File: config.mk
export PLATFORM = sky130hd
export DESIGN_NAME = delta_zigzag_bitpack_rle_encoder
export DESIGN_NICKNAME = d
export VERILOG_FILES = /design/src/rtl/dzbr_pkg.sv /design/src/rtl/dzbr_ram.sv /design/src/rtl/dzbr_ctrl.sv /design/src/rtl/dzbr_dp.sv /design/src/rtl/delta_zigzag_bitpack_rle_encoder.sv
export SDC_FILE = /design/constraint.sdc
export NUM_CORES = 2
export LEC_CHECK = 0
export ABC_CLOCK_PERIOD_IN_PS = 8490
export BUFFER_PORTS_ARGS = -buffer_cell sky130_fd_sc_hd__buf_2
export CAP_MARGIN = 25
export CORE_ASPECT_RATIO = 1.5
export CORE_MARGIN = 2
export CORE_UTILIZATION = 40
export DETAILED_ROUTE_END_ITERATION = 8
export PLACE_DENSITY_LB_ADDON = 0.05
export SETUP_SLACK_MARGIN = 0.4
export SYNTH_ARGS = -nofsm -noshare
export SYNTH_HDL_FRONTEND = slang
export SYNTH_SLANG_ARGS = --single-unit
File: constraint.sdc
create_clock -name clk -period 8.49 [get_ports clk]
set_input_delay 0.4245 -clock clk [delete_from_list [all_inputs] [get_ports clk]]
set_output_delay 0.4245 -clock clk [all_outputs]
set_load 0.01 [all_outputs]
File: src/rtl/dzbr_pkg.sv
// ----------------------------------------------------------------------------
// dzbr_pkg
// Shared constants, types and helper functions of the delta/zigzag bit-pack
// encoder with zero-block run-length coding.
// ----------------------------------------------------------------------------
package dzbr_pkg;

	localparam int MAX_DIMS      = 8;
	localparam int BLOCK_ROWS    = 8;
	localparam int GROUP_BLOCKS  = 2;
	localparam int MAX_RUN       = 32767;
	localparam int MIN_CODED_LEN = 8 * BLOCK_ROWS * GROUP_BLOCKS;
	localparam int BLK_DEPTH     = BLOCK_ROWS * MAX_DIMS;
	localparam int GRP_DEPTH     = GROUP_BLOCKS * BLK_DEPTH + 16;
	localparam int HDR_BITS      = 3 * MAX_DIMS * GROUP_BLOCKS;

	localparam int SAMPLE_W = 8;
	localparam int LEN_W    = 32;
	localparam int DIMS_W   = 4;
	localparam int RUN_W    = 15;
	localparam int OUT_W    = 64;
	localparam int CNT_W    = 4;
	localparam int S_DATA_W = 8;
	localparam int M_DATA_W = 72;

	typedef enum logic [3:0] {
		S_IDLE,
		S_DEC,
		S_REC_LO,
		S_REC_HI,
		S_PAD,
		S_HDR,
		S_R_RD,
		S_R_ACC,
		S_R_FL,
		S_R_END,
		S_E_RD,
		S_E_PUSH,
		S_FLUSH
	} state_t;

	typedef enum logic [1:0] {
		RET_DEC,
		RET_FLUSH,
		RET_TAIL
	} ret_t;

	typedef struct packed {
		logic accept;
		logic run_inc;
		logic rec_lo;
		logic rec_hi;
		logic rec_done;
		logic pad_wr;
		logic hdr_wr;
		logic row_acc;
		logic row_fl;
		logic slot_inc;
		logic emit_push;
		logic emit_done;
		logic set_tail;
		logic flush;
	} cmd_t;

	typedef struct packed {
		logic tail_now;
		logic block_end;
		logic rowzero;
		logic run_full;
		logic run_nz;
		logic run_big;
		logic left_gt;
		logic slot;
		logic row_end;
		logic rem_nz;
		logic blk_last;
		logic bf_zero;
		logic push_ok;
		logic flush_ok;
		logic emit_last;
	} sts_t;

	function automatic logic [3:0] bit_width(input logic [7:0] v);
		logic [3:0] w;
		w = 4'd0;
		for (int i = 0; i < 8; i++) begin
			if (v[i]) w = 4'(i + 1);
		end
		if (w == 4'd7) w = 4'd8;
		return w;
	endfunction

	function automatic logic [2:0] hdr_code(input logic [3:0] w);
		return (w == 4'd8) ? 3'd7 : w[2:0];
	endfunction

endpackage

File: src/rtl/dzbr_ram.sv
// ----------------------------------------------------------------------------
// dzbr_ram
// Simple dual-port RAM, one write port, one read port with registered data.
// ----------------------------------------------------------------------------
module dzbr_ram #(
	parameter int W = 8,
	parameter int D = 64
) (
	input  logic                 clk,
	input  logic                 we,
	input  logic [$clog2(D)-1:0] waddr,
	input  logic [W-1:0]         wdata,
	input  logic [$clog2(D)-1:0] raddr,
	output logic [W-1:0]         rdata
);

	logic [W-1:0] mem_q [D];

	always_ff @(posedge clk) begin
		if (we) mem_q[waddr] <= wdata;
		rdata <= mem_q[raddr];
	end

endmodule

File: src/rtl/dzbr_ctrl.sv
// ----------------------------------------------------------------------------
// dzbr_ctrl
// Sequencer: accepts samples, steps block coding, run records, group
// emission and the final flush of each beat burst.
// ----------------------------------------------------------------------------
module dzbr_ctrl (
	input  logic           clk,
	input  logic           arst_n,
	input  logic           in_valid,
	output logic           in_ready,
	input  dzbr_pkg::sts_t sts,
	output dzbr_pkg::cmd_t cmd
);
	import dzbr_pkg::*;

	state_t state_q, state_d;
	logic   pad_q, pad_d;
	ret_t   ret_q, ret_d;

	always_ff @(posedge clk or negedge arst_n) begin
		if (!arst_n) begin
			state_q <= S_IDLE;
			pad_q   <= 1'b0;
			ret_q   <= RET_FLUSH;
		end else begin
			state_q <= state_d;
			pad_q   <= pad_d;
			ret_q   <= ret_d;
		end
	end

	always_comb begin
		state_d  = state_q;
		pad_d    = pad_q;
		ret_d    = ret_q;
		cmd      = '0;
		in_ready = 1'b0;
		unique case (state_q)
			S_IDLE: begin
				in_ready = 1'b1;
				if (in_valid) begin
					cmd.accept = 1'b1;
					if (sts.tail_now) state_d = S_FLUSH;
					else if (sts.block_end) state_d = S_DEC;
				end
			end
			S_DEC: begin
				if (sts.rowzero && !sts.run_full) begin
					cmd.run_inc = 1'b1;
					if (sts.left_gt) begin
						state_d = S_FLUSH;
					end else begin
						pad_d   = 1'b1;
						state_d = S_REC_LO;
					end
				end else if (sts.run_nz) begin
					pad_d   = 1'b0;
					state_d = S_REC_LO;
				end else begin
					state_d = S_HDR;
				end
			end
			S_REC_LO, S_REC_HI: begin
				if (state_q == S_REC_LO) cmd.rec_lo = 1'b1;
				else cmd.rec_hi = 1'b1;
				if (state_q == S_REC_LO && sts.run_big) begin
					state_d = S_REC_HI;
				end else begin
					cmd.rec_done = 1'b1;
					if (pad_q) begin
						ret_d   = RET_TAIL;
						state_d = sts.slot ? S_E_RD : S_PAD;
					end else if (sts.slot) begin
						ret_d   = RET_DEC;
						state_d = S_E_RD;
					end else begin
						state_d = sts.rowzero ? S_DEC : S_HDR;
					end
				end
			end
			S_PAD: begin
				cmd.pad_wr = 1'b1;
				state_d    = S_E_RD;
			end
			S_HDR: begin
				cmd.hdr_wr = 1'b1;
				state_d    = S_R_RD;
			end
			S_R_RD: state_d = S_R_ACC;
			S_R_ACC: begin
				cmd.row_acc = 1'b1;
				if (sts.row_end && sts.rem_nz) state_d = S_R_FL;
				else if (sts.blk_last) state_d = S_R_END;
				else state_d = S_R_RD;
			end
			S_R_FL: begin
				cmd.row_fl = 1'b1;
				state_d    = sts.bf_zero ? S_R_END : S_R_RD;
			end
			S_R_END: begin
				cmd.slot_inc = 1'b1;
				if (sts.slot) begin
					ret_d   = RET_FLUSH;
					state_d = S_E_RD;
				end else begin
					state_d = S_FLUSH;
				end
			end
			S_E_RD: state_d = S_E_PUSH;
			S_E_PUSH: begin
				if (sts.push_ok) begin
					cmd.emit_push = 1'b1;
					if (sts.emit_last) begin
						cmd.emit_done = 1'b1;
						cmd.set_tail  = (ret_q == RET_TAIL);
						state_d       = (ret_q == RET_DEC) ? S_DEC : S_FLUSH;
					end else begin
						state_d = S_E_RD;
					end
				end
			end
			S_FLUSH: begin
				if (sts.flush_ok) begin
					cmd.flush = 1'b1;
					state_d   = S_IDLE;
				end
			end
			default: state_d = S_IDLE;
		endcase
	end

endmodule

File: src/rtl/dzbr_dp.sv
// ----------------------------------------------------------------------------
// dzbr_dp
// Datapath: config registers, delta/zigzag front end, block and group RAMs,
// header bits, row packer, run counter, byte packer and output register.
// ----------------------------------------------------------------------------
module dzbr_dp (
	input  logic                           clk,
	input  logic                           arst_n,
	input  logic                           cfg_we,
	input  logic                           cfg_index,
	input  logic [dzbr_pkg::LEN_W-1:0]     cfg_data,
	input  logic [dzbr_pkg::SAMPLE_W-1:0]  sample,
	input  dzbr_pkg::cmd_t                 cmd,
	output dzbr_pkg::sts_t                 sts,
	input  logic                           out_ready,
	output logic                           out_valid,
	output logic [dzbr_pkg::OUT_W-1:0]     out_bytes,
	output logic [dzbr_pkg::CNT_W-1:0]     byte_count,
	output logic                           burst_end
);
	import dzbr_pkg::*;

	localparam int BA_W = $clog2(BLK_DEPTH);
	localparam int GA_W = $clog2(GRP_DEPTH);

	logic [DIMS_W-1:0]   dims_q;
	logic [LEN_W-1:0]    len_q;
	logic [LEN_W-1:0]    pos_q;
	logic                tail_q;
	logic [7:0]          prev_q [MAX_DIMS];
	logic [7:0]          orv_q [MAX_DIMS];
	logic [BA_W-1:0]     bf_q;
	logic [2:0]          d_q;
	logic [RUN_W-1:0]    run_q;
	logic                slot_q;
	logic [HDR_BITS-1:0] header_q;
	logic [GA_W-1:0]     gf_q;
	logic [GA_W-1:0]     e_q;
	logic [14:0]         acc_q;
	logic [2:0]          nacc_q;
	logic [63:0]         pk_q;
	logic [CNT_W-1:0]    pkc_q;

	logic [3:0]  nd;
	logic [2:0]  nd_m1;
	logic [BA_W-1:0] bf_last;
	logic [7:0]  gs;
	logic [5:0]  hsum;
	logic [2:0]  hb;
	logic [4:0]  sh3;
	logic [LEN_W-1:0] left;
	logic        start;
	logic [7:0]  dv;
	logic [7:0]  zz;
	logic [3:0]  w [MAX_DIMS];
	logic [23:0] codes;
	logic        rowzero;
	logic [7:0]  brd;
	logic [7:0]  grd;
	logic        gwe;
	logic [7:0]  gwd;
	logic [14:0] acc_new;
	logic [3:0]  nsum;
	logic [3:0]  wd;
	logic [GA_W-1:0] total;
	logic [GA_W-1:0] graddr;
	logic [63:0] hdr64;
	logic [7:0]  hsel;
	logic [7:0]  ebyte;
	logic        ofree;
	logic        adv;
	logic [63:0] pk_ins;

	assign nd      = (dims_q == 4'd0) ? 4'd1 :
	                 (dims_q > 4'(MAX_DIMS)) ? 4'(MAX_DIMS) : dims_q;
	assign nd_m1   = 3'(nd - 4'd1);
	assign bf_last = BA_W'({nd, 3'b000} - 7'd1);
	assign gs      = {nd, 4'b0000};
	assign hsum    = 6'({nd, 2'b00} + {1'b0, nd, 1'b0});
	assign hb      = 3'((hsum + 6'd7) >> 3);
	assign sh3     = 5'({nd, 1'b0} + {1'b0, nd});
	assign left    = (len_q > pos_q) ? (len_q - pos_q) : '0;
	assign start   = !slot_q && (run_q == '0) && (bf_q == '0);

	assign dv = sample - prev_q[d_q];
	assign zz = {dv[6:0], 1'b0} ^ {8{dv[7]}};

	always_comb begin
		rowzero = 1'b1;
		for (int i = 0; i < MAX_DIMS; i++) begin
			w[i]            = bit_width(orv_q[i]);
			codes[3*i +: 3] = hdr_code(w[i]);
			if (orv_q[i] != 8'd0) rowzero = 1'b0;
		end
	end

	// row packer
	assign wd      = w[d_q];
	assign acc_new = acc_q | (15'(brd) << nacc_q);
	assign nsum    = 4'(nacc_q) + wd;

	// group emission
	assign total  = GA_W'(hb) + gf_q;
	assign graddr = e_q - GA_W'(hb);
	assign hdr64  = {16'd0, header_q};
	assign hsel   = hdr64[{e_q[2:0], 3'b000} +: 8];
	assign ebyte  = (e_q < GA_W'(hb)) ? hsel : grd;

	assign ofree  = !out_valid || out_ready;
	assign pk_ins = pk_q | (64'(ebyte) << {pkc_q[2:0], 3'b000});
	assign adv    = cmd.row_acc || (cmd.accept && !sts.tail_now);

	always_comb begin
		gwe = cmd.rec_lo || cmd.rec_hi || cmd.pad_wr || cmd.row_fl ||
		      (cmd.row_acc && nsum >= 4'd8);
		gwd = 8'd0;
		if (cmd.rec_lo) gwd = {(run_q > RUN_W'(8'h7f)), run_q[6:0]};
		else if (cmd.rec_hi) gwd = run_q[14:7];
		else if (cmd.row_acc) gwd = acc_new[7:0];
		else if (cmd.row_fl) gwd = acc_q[7:0];
	end

	always_comb begin
		sts.tail_now  = tail_q || (start && (len_q < LEN_W'(MIN_CODED_LEN) ||
		                pos_q >= len_q || (len_q - pos_q) < LEN_W'(gs)));
		sts.block_end = (bf_q == bf_last);
		sts.rowzero   = rowzero;
		sts.run_full  = (run_q == RUN_W'(MAX_RUN));
		sts.run_nz    = (run_q != '0);
		sts.run_big   = (run_q > RUN_W'(8'h7f));
		sts.left_gt   = (left > LEN_W'(gs));
		sts.slot      = slot_q;
		sts.row_end   = (d_q == nd_m1);
		sts.rem_nz    = (nsum >= 4'd8) ? (nsum != 4'd8) : (nsum != 4'd0);
		sts.blk_last  = (bf_q == bf_last);
		sts.bf_zero   = (bf_q == '0);
		sts.push_ok   = (pkc_q != 4'd8) || ofree;
		sts.flush_ok  = (pkc_q == 4'd0) || ofree;
		sts.emit_last = ((e_q + GA_W'(1)) == total);
	end

	dzbr_ram #(.W(8), .D(BLK_DEPTH)) u_blk (
		.clk   (clk),
		.we    (cmd.accept && !sts.tail_now),
		.waddr (bf_q),
		.wdata (zz),
		.raddr (bf_q),
		.rdata (brd)
	);

	dzbr_ram #(.W(8), .D(GRP_DEPTH)) u_grp (
		.clk   (clk),
		.we    (gwe),
		.waddr (gf_q),
		.wdata (gwd),
		.raddr (graddr),
		.rdata (grd)
	);

	always_ff @(posedge clk or negedge arst_n) begin
		if (!arst_n) begin
			dims_q     <= 4'd1;
			len_q      <= '0;
			pos_q      <= '0;
			tail_q     <= 1'b0;
			bf_q       <= '0;
			d_q        <= '0;
			run_q      <= '0;
			slot_q     <= 1'b0;
			header_q   <= '0;
			gf_q       <= '0;
			e_q        <= '0;
			acc_q      <= '0;
			nacc_q     <= '0;
			pk_q       <= '0;
			pkc_q      <= '0;
			out_valid  <= 1'b0;
			out_bytes  <= '0;
			byte_count <= '0;
			burst_end  <= 1'b0;
			for (int i = 0; i < MAX_DIMS; i++) begin
				prev_q[i] <= '0;
				orv_q[i]  <= '0;
			end
		end else if (cfg_we) begin
			if (cfg_index) len_q <= cfg_data;
			else dims_q <= cfg_data[DIMS_W-1:0];
			pos_q    <= '0;
			tail_q   <= 1'b0;
			bf_q     <= '0;
			d_q      <= '0;
			run_q    <= '0;
			slot_q   <= 1'b0;
			header_q <= '0;
			gf_q     <= '0;
			e_q      <= '0;
			acc_q    <= '0;
			nacc_q   <= '0;
			pk_q     <= '0;
			pkc_q    <= '0;
			for (int i = 0; i < MAX_DIMS; i++) begin
				prev_q[i] <= '0;
				orv_q[i]  <= '0;
			end
		end else begin
			if (out_valid && out_ready && !(cmd.emit_push && pkc_q == 4'd8) &&
			    !(cmd.flush && pkc_q != 4'd0))
				out_valid <= 1'b0;

			if (cmd.accept) begin
				if (pos_q != '1) pos_q <= pos_q + LEN_W'(1);
				if (sts.tail_now) begin
					tail_q <= 1'b1;
					pk_q   <= 64'(sample);
					pkc_q  <= 4'd1;
				end else begin
					prev_q[d_q] <= sample;
					for (int i = 0; i < MAX_DIMS; i++) begin
						orv_q[i] <= ((bf_q == '0) ? 8'd0 : orv_q[i]) |
						            ((3'(i) == d_q) ? zz : 8'd0);
					end
				end
			end

			if (adv) begin
				bf_q <= (bf_q == bf_last) ? '0 : bf_q + BA_W'(1);
				d_q  <= (d_q == nd_m1) ? '0 : d_q + 3'd1;
			end

			if (cmd.run_inc) run_q <= run_q + RUN_W'(1);
			if (cmd.rec_done) run_q <= '0;
			if (cmd.rec_done || cmd.slot_inc) slot_q <= ~slot_q;
			if (gwe) gf_q <= gf_q + GA_W'(1);

			if (cmd.hdr_wr) begin
				header_q <= header_q | (HDR_BITS'(codes) << (slot_q ? sh3 : 5'd0));
				acc_q    <= '0;
				nacc_q   <= '0;
			end

			if (cmd.row_acc) begin
				if (nsum >= 4'd8) begin
					acc_q  <= acc_new >> 8;
					nacc_q <= 3'(nsum - 4'd8);
				end else begin
					acc_q  <= acc_new;
					nacc_q <= 3'(nsum);
				end
			end
			if (cmd.row_fl) begin
				acc_q  <= '0;
				nacc_q <= '0;
			end

			if (cmd.emit_push) begin
				e_q <= cmd.emit_done ? '0 : e_q + GA_W'(1);
				if (pkc_q == 4'd8) begin
					out_valid  <= 1'b1;
					out_bytes  <= pk_q;
					byte_count <= 4'd8;
					burst_end  <= 1'b0;
					pk_q       <= 64'(ebyte);
					pkc_q      <= 4'd1;
				end else begin
					pk_q  <= pk_ins;
					pkc_q <= pkc_q + 4'd1;
				end
			end
			if (cmd.emit_done) begin
				header_q <= '0;
				gf_q     <= '0;
				slot_q   <= 1'b0;
			end
			if (cmd.set_tail) tail_q <= 1'b1;

			if (cmd.flush && pkc_q != 4'd0) begin
				out_valid  <= 1'b1;
				out_bytes  <= pk_q;
				byte_count <= pkc_q;
				burst_end  <= 1'b1;
				pk_q       <= '0;
				pkc_q      <= '0;
			end
		end
	end

endmodule

File: src/rtl/delta_zigzag_bitpack_rle_encoder.sv
// ----------------------------------------------------------------------------
// delta_zigzag_bitpack_rle_encoder
// Delta/zigzag bit-packing encoder with zero-block run-length records;
// groups of two block slots behind a packed width header, raw tail.
//
// channel   dir  fields
// s_*       in   tdata[7:0] = sample
// m_*       out  tdata[63:0] = out_bytes, tdata[67:64] = byte_count,
//                tlast = burst_end
// cfg_*     in   cfg_index 0 = dims, 1 = stream_length
//
// A sample inside a block is written to the block RAM. The last sample of
// a block runs the sequencer: a decision state, a header state, a read and
// an accumulate state per stored code for the row walk through the block RAM
// plus a flush state per row with leftover bits, a read and a push state per
// emitted group byte, one per run record or pad byte, and a final flush state.
// No clearing pass after reset. Output stalls hold the sequencer when the
// byte packer is full or when the final flush finds the output register busy.
// ----------------------------------------------------------------------------
module delta_zigzag_bitpack_rle_encoder (
	input  logic                              clk,
	input  logic                              arst_n,
	input  logic                              s_tvalid,
	output logic                              s_tready,
	input  logic [dzbr_pkg::S_DATA_W-1:0]     s_tdata,   // [7:0] sample
	output logic                              m_tvalid,
	input  logic                              m_tready,
	output logic [dzbr_pkg::M_DATA_W-1:0]     m_tdata,   // [63:0] out_bytes, [67:64] byte_count
	output logic                              m_tlast,
	input  logic                              cfg_we,
	input  logic                              cfg_index,
	input  logic [dzbr_pkg::LEN_W-1:0]        cfg_data
);
	import dzbr_pkg::*;

	cmd_t             cmd;
	sts_t             sts;
	logic [OUT_W-1:0] out_bytes;
	logic [CNT_W-1:0] byte_count;

	dzbr_ctrl u_ctrl (
		.clk      (clk),
		.arst_n   (arst_n),
		.in_valid (s_tvalid),
		.in_ready (s_tready),
		.sts      (sts),
		.cmd      (cmd)
	);

	dzbr_dp u_dp (
		.clk        (clk),
		.arst_n     (arst_n),
		.cfg_we     (cfg_we),
		.cfg_index  (cfg_index),
		.cfg_data   (cfg_data),
		.sample     (s_tdata),
		.cmd        (cmd),
		.sts        (sts),
		.out_ready  (m_tready),
		.out_valid  (m_tvalid),
		.out_bytes  (out_bytes),
		.byte_count (byte_count),
		.burst_end  (m_tlast)
	);

	assign m_tdata = {4'd0, byte_count, out_bytes};

endmodule

# Yosys cells after proc, flatten, opt, wreduce, memory -nomap -nowiden
# Memories as Yosys holds them, arrays and structs flattened. A register that Yosys moved wholly into a read port is not among the register bits.
# Cells that the tools add are included.
[op_classes] eq_ne=53 n_reduce_logical=78 shifts=4 add_sub_neg=18 n_bitwise=16 order_cmp=11 n_mux=243
[ops] op="$mux 64" count=15
[ops] op="$mux 8" count=30
[ops] op="$mux 4" count=51
[ops] op="$mux 3" count=50
[ops] op="$mux 48" count=3
[ops] op="$mux 32" count=4
[ops] op="$mux 15" count=8
[ops] op="$bwmux 64" count=1
[ops] op="$or 64x64->64" count=1
[ops] op="$or 8x8->8" count=8
[ops] op="$reduce_bool 8->1" count=8
[ops] op="$shiftx 64x7->8" count=1
[ops] op="$shl 8x6->64" count=1
[ops] op="$eq 4x4->1 const B" count=14
[ops] op="$mux 1" count=53
[ops] op="$eq 4x3->1 const B" count=12
[ops] op="$or 48x48->48" count=1
[ops] op="$pmux 4 s12" count=1
[ops] op="$shl 24x5->48" count=1
[ops] op="$mux 2" count=19
[ops] op="$add 32x1->32 const B" count=1
[ops] op="$ge 32x32->1" count=1
[ops] op="$gt 32x32->1" count=1
[ops] op="$gt 32x8->1" count=1
[ops] op="other kinds (65)" count=137
[word_totals] mem_count=2 ramBits=1664 in_bits=46 output_inout_bits=75 word_cells=463 regBits=449
[memory_table] memory="u_dp.u_grp.mem_q" depth=144 word_bits=8 rd=1 rd_clocked_by_memory_dff=1 write_ports=1 line="dzbr_ram.sv:17" rtl="logic [W-1:0] mem_q [D];"
[memory_table] memory="u_dp.u_blk.mem_q" depth=64 word_bits=8 rd=1 rd_clocked_by_memory_dff=1 write_ports=1 line="dzbr_ram.sv:17"

# Logic depth before layout (Yosys ltp)
[logic_depth] ltp_word=20 ltp_mapped=25 mapped_depth_nobuf=21

# Hierarchy
# From an unflattened synthesis, not the netlist that was laid out.
[hier_totals] hier_cells=6047 area_unflattened_um2=92857.8
[modules_own_cells] module="dzbr_ram (u_dp.u_grp)" n_inst=1 cells_per_inst=2134 seq_area_each_um2=34753.3 area_each_um2=45466.1
[modules_own_cells] module="dzbr_dp" n_inst=1 cells_per_inst=2847 seq_area_each_um2=11061.9 area_each_um2=26460.4
[modules_own_cells] module="dzbr_ram (u_dp.u_blk)" n_inst=1 cells_per_inst=957 seq_area_each_um2=15534.9 area_each_um2=20096.8
[modules_own_cells] module="dzbr_ctrl" n_inst=1 cells_per_inst=104 seq_area_each_um2=176.4 area_each_um2=800.8
[modules_own_cells] module="delta_zigzag_bitpack_rle_encoder" n_inst=1 cells_per_inst=5 seq_area_each_um2=0.0 area_each_um2=33.8

# Least setup slack after synthesis
# No wires, ideal clock.
[synth_timing] kind="flip-flop to flip-flop" from="register u_dp.nacc_q[0]" to="memory u_dp.u_grp.mem_q[0][7] (data pin)" synth_period_minus_slack_ns=6.426 t_arrival_ns=5.416 setup_slack_ns=2.064 path_stages_with_launch=7 required_time_ns=7.480 path_cell_list="dfrtp_1 > clkbuf_1 > mux2i_1 > mux2_2 > a21oi_1 > nor2_1 > o221ai_1"
[synth_between] elab_chain_len=5
[synth_rtl] item="start, declared" line="dzbr_dp.sv:40" rtl="logic [2:0] nacc_q;"
[synth_rtl] item="start signal, assigned" line="dzbr_dp.sv:244" rtl="nacc_q <= 3'(nsum - 4'd8);"
[synth_rtl] item="start signal, assigned" line="dzbr_dp.sv:247" rtl="nacc_q <= 3'(nsum);"
[synth_rtl] item="$shl 8x3->15" line="dzbr_dp.sv:99" rtl="assign acc_new = acc_q | (15'(brd) << nacc_q);"
[synth_rtl] item="$or 15x15->15" line="dzbr_dp.sv:99"
[synth_rtl] item="$mux 8" line="dzbr_dp.sv:119" rtl="else if (cmd.row_acc) gwd = acc_new[7:0];"
[synth_rtl] item="$mux 8" line="dzbr_dp.sv:118" rtl="else if (cmd.rec_hi) gwd = run_q[14:7];"
[synth_rtl] item="$mux 8" line="dzbr_dp.sv:117" rtl="if (cmd.rec_lo) gwd = {(run_q > RUN_W'(8'h7f)), run_q[6:0]};"
[synth_rtl] item="named net u_dp.gwd[7]" line="dzbr_dp.sv:61" rtl="logic [7:0] gwd;"
[synth_rtl] item="end, declared" line="dzbr_ram.sv:17"
# The timed path passes the listed nets, and every way through them passes these cells.

# Worst setup path in the final report
[layout_timing] from="register u_dp.d_q[2]" to="memory u_dp.u_grp.mem_q[50][6] (enable)"
[layout_between] elab_chain_len=10
[layout_rtl] item="start, declared" line="dzbr_dp.sv:33" rtl="logic [2:0] d_q;"
[layout_rtl] item="start signal, assigned" line="dzbr_dp.sv:227" rtl="d_q <= (d_q == nd_m1) ? '0 : d_q + 3'd1;"
[layout_rtl] item="$not 3->4 (implied by the code)" line="dzbr_dp.sv:98" rtl="assign wd = w[d_q];"
[layout_rtl] item="$bmux 4 s3" line="dzbr_dp.sv:98"
[layout_rtl] item="$mux 4 (implied by the code) (2 in series)" line="dzbr_dp.sv:98"
[layout_rtl] item="$add 3x4->4" line="dzbr_dp.sv:100" rtl="assign nsum = 4'(nacc_q) + wd;"
[layout_rtl] item="$ge 4x4->1" line="dzbr_dp.sv:115" rtl="(cmd.row_acc && nsum >= 4'd8);"
[layout_rtl] item="$logic_and 1x1->1" line="dzbr_dp.sv:115"
[layout_rtl] item="$logic_or 1x1->1" line="dzbr_dp.sv:114" rtl="gwe = cmd.rec_lo || cmd.rec_hi || cmd.pad_wr || cmd.row_fl ||"
[layout_rtl] item="$mux 1" line="dzbr_ram.sv:20" rtl="if (we) mem_q[waddr] <= wdata;"
[layout_rtl] item="$mux 1 (implied by the code)" line="dzbr_ram.sv:20"
# No other way between the ends. The select of a mux whose other input is x is not followed.

==> out/metrics.cfg <==
[die]
core_um2=223900
start_util_pct=40.14
dieArea_um2=228500
die_h_um=584.5
rows=213
fp.dieW_um=391.0
ios=121

[clocking]
clockRootBuffer=clkbuf_16
cts_tree=done
clock_latency_ns=0.87
cts_made_buffers=216
cts.clk_slew.worst_paths_ns=0.06
cts-resized-gates=0
post_cts_buffers=0
clkSinkCount=2129
cts.path.max_buffers=4
cts-htree-levels=4

[final_layout]
final_common_cell=edfxtp_1
fin_util_pct=45.46
synthToLayoutAreaGrowth_pct=13.24
drive_above_1_share_pct=17.85
fin_cells=9084
final_cell_area_um2=101800
nets=6146
most-common-layout-cells=edfxtp_1, nor2_1, dfrtp_1

[logic_synthesis]
yosys.area_share.xor_xnor_pct=1.092
synth_top_family_by_area=multiplexers
synth-compound-area-share_pct=8.150
synth_top_area_share_pct=55.61
synth_edf_count=1664
yosysWarnings=0
synth-adder-area-share_pct=1.184
synthDistinctLibCells=89
synthFlopType=edfxtp_1
ys_top_cells_by_area=edfxtp_1, dfrtp_1, mux4_2
syn_area_um2=89860
ys_ff_latch=2129
yosys-mux-area-fraction_pct=11.72
synthSimpleGateAreaFrac_pct=7.295
yosysTopAreaCell=edfxtp_1
async_flop_share_pct=21.09
ys_seq_area_share_pct=68.47
avgSynthCellArea_um2=15.34
synth_cells=5858

[place]
place_area_um2=94310
gp_congestion=0.8879
dp_cells=8651
port_buffers=116
dp_slack_ns=2.233
post-dp-hpwl_mm=168.8

[status]
status=complete, no violations

[setup_path]
worst-path-max-fanout=15
cp_slowest_cell=nor2_1
cp_data_arrival_time_ns=6.80
crit_chain=inv_1 -> nand3_1 -> a21oi_1 -> a21oi_1 -> nand3_1 -> a2111oi_0 -> ha_1 -> a21o_1 -> a21oi_1 -> and3b_1 -> o31ai_1 -> a22oi_1 -> o21bai_1 -> and2_0 -> nand2_2 -> nor2_1
crit_path_end_kind=flip-flop
slowest_delay_ns=0.82
crit_required_ns=8.96
critical_path_class=flip-flop to flip-flop
cp-start-kind=flip-flop
cpMostUsedCell=a21oi_1

[sta]
clock.fmax_mhz=157.9
min_period_ns=6.332
grt_setup_unrepaired=false
slew_violations=0
max-slew-margin-rel_pct=24.79
hold_violations=0
tightest_slew_ns=1.120
period_share_pct=74.58
skew_ns=0.06421
fin_ws_ns=2.158
setup_viol_count_final=0
tns_ns=0

[grt]
grt_pass1_vias=54510
gr-total-overflow=0
antenna_found_initial=3
grt_usage_pct=23.16
grt_pass1_wl_mm=389.4
grt_max_degree=152

[route]
met2WireLength_mm=142.5
dr.pass1.iters=6
vias_per_cell=5.793
drc_errors=0
highest_layer=met5
post_drt_wl_per_cell_um=29.35
num_vias=52620
wl_met1_mm=106.5
wl_met3_mm=9.064
dr.first_iter.drc_count=4295
wirelength_mm=266.6
ant_nets=0

[min_path]
worstHoldPathType=primary input to flip-flop

[power]
p_leak_nw=35.28
powerDensity_nw_per_um2=313.0
ir_drop_v=0.0002944

[job]
cap_violations=0

[state kept, by name, summed over array words and instances (netlist names), 4 cells and up]
name              flops
u_dp.u_grp.mem_q   1152
u_dp.u_blk.mem_q    512
u_dp.orv_q           64
u_dp.out_bytes       64
u_dp.pk_q            64
u_dp.prev_q          64
u_dp.header_q        48
u_dp.len_q           32
u_dp.pos_q           32
u_dp.acc_q           15
u_dp.run_q           15
u_dp.e_q              8
u_dp.gf_q             8
u_dp.u_blk.rdata      8
u_dp.u_grp.rdata      8
u_dp.bf_q             6
u_ctrl.state_q        4
u_dp.byte_count       4
u_dp.dims_q           4
u_dp.pkc_q            4
[routing by layer]
metal	track usage [%]	up-vias
li1	-	23190
met1	28.84	27800
met4	7.122	2
met2	42.20	1216
met3	2.377	409
met5	0	-
[final timing paths]
| check | startpoint | end | slack, ns | depth (start not counted) |
|---|---|---|---|---|
| worst max-delay path | u_dp.d_q[2] | u_dp.u_grp.mem_q[50][6] | 2.16 | 16 |
| worst min-delay path | s_tvalid | u_dp.pos_q[0] | 0.17 | 4 |
| worst max register to register | u_dp.d_q[2] | u_dp.u_grp.mem_q[50][6] | 2.16 | 16 |
| worst min register to register | u_dp.out_bytes[42] | u_dp.out_bytes[42] | 0.47 | 2 |
| max in group asynchronous | arst_n | u_dp.pk_q[43] | 6.68 | 3 |
| min in group asynchronous | arst_n | u_dp.len_q[13] | 0.18 | 2 |
[cell usage after synthesis, types with 27 or more instances]
library cell / n
a211oi_1: 66
a21oi_1: 266
a221oi_1: 31
a22o_1: 90
a22oi_1: 242
a31oi_1: 58
a41oi_1: 32
and3_1: 28
buf_1: 53
buf_2: 27
clkbuf_1: 260
dfrtp_1: 447
edfxtp_1: 1664
ha_1: 77
inv_1: 102
mux2_2: 55
mux2i_1: 122
mux4_2: 386
nand2_1: 405
nand2b_1: 36
nand3_1: 63
nand4_1: 65
nor2_1: 569
nor2b_1: 27
nor3_1: 125
nor4_1: 37
o21ai_0: 85
xnor2_1: 81
xor2_1: 31
[power by group]
group | internal [mW] | switching (mW) | leakage [nW]
registers | 12.2 | 0.217 | 22.0
logic | 3.71 | 6.11 | 9.87
clock network | 5.47 | 4.13 | 3.38
total | 21.4 | 10.5 | 35.3
[critical path, delay by kind of cell, from the launching register on]
kind | cells | cell delay (ns)
AO/OA/AOI/OAI | 8 | 2.49
adder cells (fa/ha/maj) | 1 | 0.38
buffers and inverters | 1 | 0.19
flip-flops | 1 | 0.67
AND/OR/NAND/NOR | 6 | 2.19
[final cells by class]
cell class / instances / area [µm²]
clock inverter: 112 / 1140
clock buffer: 269 / 5811
inverter: 103 / 386.6
multi-input combinational: 3267 / 26890
sequential: 2129 / 61530
timing repair buffer: 301 / 2372
tap: 2902 / 3631
antenna: 1 / 2.502
fill: 19710 / 122100
[through the flow]
step / hold WS, ns / power [mW]
2_1_floorplan: 0.1289 / 18.72
3_3_place_gp: 0.4570 / 22.61
3_5_place_dp: 0.4571 / 22.64
4_1_cts: 0.1031 / 32.28
5_1_grt: 0.1436 / 33.05
6_report: 0.1699 / 31.85
[cell families (layout without fill, tap and decap cells)]
| kind of cell | after synthesis | count (layout) |
|---|---|---|
| AO/OA/AOI/OAI | 1053 | 1053 |
| XOR/XNOR | 112 | 112 |
| adder cells (fa/ha/maj) | 82 | 82 |
| buffers and inverters | 465 | 785 |
| flip-flops | 2129 | 2129 |
| multiplexers | 563 | 563 |
| other | 1 | 5 |
| AND/OR/NAND/NOR | 1453 | 1453 |
[timing repair]
action,4_1_cts,5_1_grt
endpoints found under the hold margin,219,0
endpoints found under the setup margin,0,0
hold buffers,45,0
Note: power is estimated with default switching activity, not from simulation.
